==> src/rtl/core/nmr_pkg.sv <==
// ----------------------------------------------------------------------------
// nmr_pkg
// Types and constants shared by the normal-map renormalizer pipeline.
// ----------------------------------------------------------------------------
package nmr_pkg;

   // bits of the magnitude search, one pipeline stage each
   localparam int unsigned STEP_COUNT = 7;
   // cycles from an accepted start to the result strobe
   localparam int unsigned LATENCY = STEP_COUNT + 4;
   // 255 * 255
   localparam logic [31:0] SCALE_SQ = 32'd65025;

   typedef struct packed {
      logic        neg;    // component is negative
      logic [31:0] a;      // (255*|d|)^2
      logic [34:0] p;      // 4*m^2*S for the bits found so far
      logic [26:0] q;      // 4*m*S
      logic [6:0]  m;      // floor(|t|), built MSB first
   } chan_type;

   typedef struct packed {
      logic                valid;
      logic                en;
      logic [7:0]          red;
      logic [7:0]          green;
      logic [7:0]          blue;
      logic [7:0]          alpha;
      logic [19:0]         s4;     // 4*S
      chan_type [2:0]      chan;
   } stage_type;

endpackage

==> src/rtl/core/nmr_step.sv <==
// ----------------------------------------------------------------------------
// nmr_step
// One stage of the magnitude search: tries one bit of m on all three
// channels with shift-and-add updates of 4*m^2*S and 4*m*S.
// ----------------------------------------------------------------------------
module nmr_step
   import nmr_pkg::*;
#(
   parameter int unsigned BIT_POS = 0
) (
   input  logic      clock,
   input  logic      reset,
   input  stage_type stage_in,
   output stage_type stage_out
);

   stage_type stage_in_c;
   stage_type stage_ff;

   always_comb begin
      logic [34:0] cand;
      stage_in_c = stage_in;
      for (int c = 0; c < 3; c++) begin
         // (m + 2^j)^2 = m^2 + 2^(j+1)*m + 2^(2j)
         cand = stage_in.chan[c].p
              + (35'(stage_in.chan[c].q) << (BIT_POS + 1))
              + (35'(stage_in.s4) << (2 * BIT_POS));
         if (cand <= 35'(stage_in.chan[c].a)) begin
            stage_in_c.chan[c].p          = cand;
            stage_in_c.chan[c].q          = stage_in.chan[c].q
                                          + (27'(stage_in.s4) << BIT_POS);
            stage_in_c.chan[c].m[BIT_POS] = 1'b1;
         end
      end
   end

   always_ff @(posedge clock) begin
      if (reset) begin
         stage_ff <= '0;
      end else begin
         stage_ff <= stage_in_c;
      end
   end

   assign stage_out = stage_ff;

endmodule

==> config.mk <==
export PLATFORM = sky130hd
export DESIGN_NAME = nmr_step
export DESIGN_NICKNAME = d
export VERILOG_FILES = /design/src/rtl/core/nmr_pkg.sv /design/src/rtl/core/nmr_step.sv
export SDC_FILE = /design/constraint.sdc
export NUM_CORES = 1
export LEC_CHECK = 0
export BUFFER_PORTS_ARGS = -buffer_cell sky130_fd_sc_hd__buf_4
export CAP_MARGIN = 20
export CORE_MARGIN = 8
export CORE_UTILIZATION = 30
export CTS_BUF_LIST = sky130_fd_sc_hd__clkbuf_4 sky130_fd_sc_hd__clkbuf_8
export DETAILED_ROUTE_END_ITERATION = 10
export PLACE_DENSITY = 0.62
export SYNTH_ARGS = -nofsm -noshare
export SYNTH_HDL_FRONTEND = slang
export SYNTH_SLANG_ARGS = --single-unit
export TNS_END_PERCENT = 1
==> constraint.sdc <==
create_clock -name clock -period 16.92 [get_ports clock]
set_clock_uncertainty 0.1 [all_clocks]
set_input_delay 0.846 -clock clock [delete_from_list [all_inputs] [get_ports clock]]
set_output_delay 0.846 -clock clock [all_outputs]
set_load 0.005 [all_outputs]
==> Word level (Yosys, flattened, before mapping) <==
Index checks and enable logic that the tools add are counted.
{ "classes": {"order_cmp": 3, "addsub": 9, "n_mux": 6} }
{ "ops": {"columns": ["cell", "count"], "rows": [
  ["$mux W62", 3],
  ["$add A35 B20 Y35", 3],
  ["$add A35 B28 Y35", 3],
  ["$le A35 B32 Y1", 3],
  ["$add A27 B20 Y27", 3],
  ["$mux W1", 3]
]} }
{ "totals": {"regBits": 360, "out_inout_bits": 360} }

==> Logic depth before layout (Yosys ltp) <==
{ "depth": {"ltp_word": 4, "mapped_depth": 27, "depth_no_buf": 25} }

==> Worst setup path before layout <==
OpenSTA, ideal clock, no wires.
{ "synth_path": {"path_type": "input -> register", "start": "input stage_in[7] in the netlist's numbering", "end": "register stage_ff, in the netlist stage_out[33]", "slack_ns": 10.946, "stages": 23, "arrival_time_ns": 5.750, "path_buffers": 1, "t_required_ns": 16.697, "cell_sequence": "fa_1 ha_1 fa_1 a211o_1 o211ai_1 a21oi_1 a221o_1 a21oi_1 o21ai_0 a21o_1 a21oi_1 xnor2_1 ha_1 nand4_1 or2_2 o41ai_1 a21oi_1 a211oi_1 mux2i_2 nor2_1 buf_4 nand4_1 mux2_1"} }
{ "synth_between": {"elab_chain_cells": 4} }
{ "synth_lines": {"columns": ["element", "line", "rtl"], "rows": [
  ["from (decl)", "nmr_step.sv:13", "input stage_type stage_in,"],
  ["$add A35 B28 Y35", "nmr_step.sv:26", "+ (35'(stage_in.chan[c].q) << (BIT_POS + 1))"],
  ["$add A35 B20 Y35", "nmr_step.sv:27", "+ (35'(stage_in.s4) << (2 * BIT_POS));"],
  ["$le A35 B32 Y1", "nmr_step.sv:28", "if (cand <= 35'(stage_in.chan[c].a)) begin"],
  ["$mux W62 *", "nmr_step.sv:28", null],
  ["to (signal assigned)", "nmr_step.sv:41", "stage_ff <= stage_in_c;"],
  ["to (decl)", "nmr_step.sv:18", "stage_type stage_ff;"]
]} }
Mark *: on every way between the ends. The rest lies on a longest branch, timed or not.
A chain may end at the register's enable or synchronous reset.

==> Final worst setup path <==
{ "layout_path": {"start": "input stage_in[307] in the netlist's numbering", "end": "register stage_ff, in the netlist stage_out[32]"} }
{ "layout_between": {"elab_chain_cells": 3} }
{ "layout_lines": {"columns": ["element", "line"], "rows": [
  ["$add A35 B20 Y35", "nmr_step.sv:27"],
  ["$le A35 B32 Y1", "nmr_step.sv:28"],
  ["$mux W62 *", "nmr_step.sv:28"]
]} }
Marked as above.

==> flow_metrics.env <==
export IMPL_run_status="finished, final reports clean"
export IMPL_detail_route_wirelength_mm=89.87
export IMPL_min_delay_path_class="in2reg"
export IMPL_detailedRoute_firstPassIterationCount=5
export IMPL_cts_root_to_sink_buffers=3
export IMPL_cts_hold_fix_buffers=0
export IMPL_share_of_layout_cells_above_drive_strength_1_pct=27.72
export IMPL_clock_input_transition_at_the_sequential_cells_of_the_worst_setup_and_hold_paths_ns=0.06
export IMPL_pin_count_of_the_biggest_net_entering_global_routing=116
export IMPL_final_worst_path_cycle_share_pct=43.54
export IMPL_area_delta_synth_final_pct=35.44
export IMPL_netlist_top_cells_area="dfxtp_1 33%, ha_1 15%, fa_1 5.7%"
export IMPL_initial_antenna_violation_count=22
export IMPL_critical_path_class="in2reg"
export IMPL_die_x_um=287.6
export IMPL_cp_data_arrival_time_ns=7.78
export IMPL_nNetsFinal=3867
export IMPL_cell_count_after_synthesis=2441
export IMPL_synth_warning_count=0
export IMPL_crit_path_cell_trace="buf_4, fa_1, ha_1, fa_1, a211o_1, o211ai_1, a21oi_1, a221o_1, a21oi_1, o21ai_0, a21o_1, a21oi_1, xnor2_1, ha_1, nand4_1, or2_2, o41ai_1, a21oi_1, a211oi_1, mux2i_2, nor2_4, buf_4, and4_1, mux2_1"
export IMPL_critical_path_max_stage_delay_ns=0.68
export IMPL_global_route_wire_length_before_repair_mm=128.5
export IMPL_timing_critical_path_fanout_max=47
export IMPL_grt_ovfl_total=0
export IMPL_post_synth_instance_area_um2=22130
export IMPL_setup_viol=0
export IMPL_drt_antenna_violating_nets=0
export IMPL_initial_core_utilization_pct=30.34
export IMPL_worstMarginPinSlew_ns=1.032
export IMPL_core_area_um2=72960
export IMPL_clockRootBuffer="clkbuf_8"
export IMPL_async_flop_share_pct=0
export IMPL_path_common_cell="a21oi_1"
export IMPL_sequential_area_share_after_synthesis_pct=32.56
export IMPL_cts_repair_timing_setup_buffer_count=0
export IMPL_max_cap_viol_count=0
export IMPL_io_pin_count=722
export IMPL_slew_headroom_pct=31.18
export IMPL_track_usage_pct=20.56
export IMPL_timing_critical_path_from_type="input port"
export IMPL_synth_seq_cells=360
export IMPL_rsz0062_at_grt="false"
export IMPL_max_freq_ghz=0.1358
export IMPL_avgRoutedWirePerCell_um=21.45
export IMPL_setup_tns_final_ns=0
export IMPL_timing_critical_path_max_delay_family="compound AO/OA/AOI/OAI gates"
export IMPL_fp_dieArea_um2=82730
export IMPL_synth_enable_flop_cells=0
export IMPL_critical_path_required_ns=17.34
export IMPL_yosys_cell_types_count=88
export IMPL_ff_latch_area_um2=7207
export IMPL_netlist_top_cell_by_area="dfxtp_1"
export IMPL_detail_route_vias_per_cell=4.865
export IMPL_drt_iter0_drc=1118
export IMPL_max_ffs_per_register=360
export IMPL_critical_path_endpoint_type="register"
export IMPL_cts_max_level=3
export IMPL_post_route_util_pct=41.09
export IMPL_power_static_leakage_nw=14.27
export IMPL_syn_mean_instance_area_um2=9.068
export IMPL_detailroute_via_count=20379
export IMPL_cp_buffers_inverters=2
export IMPL_timing_hold_violations_final=0
export IMPL_num_fill_cells=7369
export IMPL_finalWeightedCongestion=0.9230
export IMPL_cts_tree="done"
export IMPL_drt_drc_violations_left=0
export IMPL_timing_critical_path_slowest_stage_cell="buf_4"
export IMPL_ctsResizeCount=0
export IMPL_yosysTopAreaCellShare_pct=32.56
export IMPL_syn_num_nets=3133
export IMPL_p_per_area_nw_per_um2=98.04
export IMPL_dp_hpwl_mm=73.40
export IMPL_core_rowCount=99
export IMPL_ir_worst_vdd_v=0.00005668
export IMPL_finalMaxSlewViolations=0
export IMPL_post_route_min_period_ns=7.366
export IMPL_grt_pass1_vias=20215
export IMPL_portBuffers=721
export IMPL_cts_buffers_inserted=73
export IMPL_cts_sinks=360
export IMPL_multi_input_comb_area_um2=14030
export IMPL_dominantRegCellSynth="dfxtp_1"
export IMPL_overall_die_height_um=287.6
==> area by class of cell <==
cell class              count  share of cell area [%]
inverters                 136                   1.703
multi-input cells        1877                   46.81
diodes                      5                 0.04173
repair buffers            727                   18.23
clock inverters            19                  0.6803
flip-flops and latches    360                   24.04
clock buffers             106                   4.491
well taps                 959                   4.002
==> layer usage <==
layer | track usage, % | vias to the layer above | part of all wire, %
li1 | - | 10006 | -
met1 | 23.81 | 9466 | 39
met2 | 34.84 | 743 | 47
met3 | 8.467 | 134 | 11
met4 | 5.421 | 30 | 2.1
met5 | 0 | - | 0.21
==> Yosys cell counts, types with 20 or more instances <==
cell      number
a211oi_1      24
a21o_1        63
a21oi_1      197
and3_1        21
clkbuf_1      44
dfxtp_1      360
fa_1          63
ha_1         267
inv_1        136
mux2i_1       88
nand2_1      154
nand3_1       42
nand4_1       28
nor2_1       317
nor2b_1      105
nor3_1        36
o21a_1        30
o21ai_0       66
o21bai_1      20
xnor2_1      108
xor2_1        33
==> power breakdown <==
group          switching, mW  total, mW  internal [mW]
Clock                  0.417      0.975          0.558
Sequential            0.0178      0.924          0.906
Combinational          0.569       1.04          0.473
Total                   1.00       2.94           1.94
==> cell families (layout without fill, tap and decap cells) <==
group | count (synthesis) | after routing | synth area share, %
adder cells (fa/ha/maj) | 330 | 330 | 20.79
multiplexers | 99 | 99 | 4.550
other | 0 | 5 | 0
AO/OA/AOI/OAI | 524 | 524 | 15.67
XOR/XNOR | 141 | 141 | 5.579
flip-flops | 360 | 360 | 32.56
buffers and inverters | 204 | 988 | 4.155
AND/OR/NAND/NOR | 783 | 783 | 16.70
==> worst paths after layout <==
kind	slack, ns	to	start	depth (start not counted)
setup / recovery	9.55	stage_out[32]	stage_in[307]	24
hold / removal	0.30	stage_out[333]	stage_in[333]	2
==> layout by cell type, fill, tap and decap left out, types with 7 or more instances in the layout <==
master | Yosys | layout
ha_1 | 267 | 267
xnor2_1 | 108 | 108
mux2i_1 | 88 | 88
fa_1 | 63 | 63
a211oi_2 | 7 | 7
a31oi_1 | 8 | 8
o21bai_1 | 20 | 20
dfxtp_1 | 360 | 360
nand4_1 | 28 | 28
o211ai_1 | 18 | 18
clkbuf_4 | 0 | 18
and2_1 | 8 | 8
or3_1 | 14 | 14
nor3_1 | 36 | 36
mux2_1 | 9 | 9
clkinv_2 | 0 | 8
a21oi_1 | 197 | 197
o21a_1 | 30 | 30
buf_4 | 2 | 726
inv_1 | 136 | 136
a211o_1 | 8 | 8
nand2b_1 | 17 | 17
a21o_1 | 63 | 63
o21ai_0 | 66 | 66
xor2_1 | 33 | 33
nor2b_1 | 105 | 105
and3_1 | 21 | 21
nand3_1 | 42 | 42
nor3b_1 | 7 | 7
nor2_1 | 317 | 315
clkbuf_8 | 0 | 88
nand2_1 | 154 | 154
o21ai_1 | 13 | 13
a211oi_1 | 24 | 24
==> stage by stage <==
step                      power [mW]  std cells  hold WS [ns]  instance area, um2  setup WS (ns)
after floorplan                1.598       2441        0.8667               22140          10.95
after global placement         1.975       4059        0.9552               28420          9.041
after detailed placement       1.981       4059        0.9614               28420          8.951
after CTS                      2.984       4184        0.2190               29970          9.639
after global routing           3.136       4186        0.2573               29970          9.216
final                          2.939       4189        0.2962               29980          9.554
No activity file was read; power rests on OpenSTA's default activity.
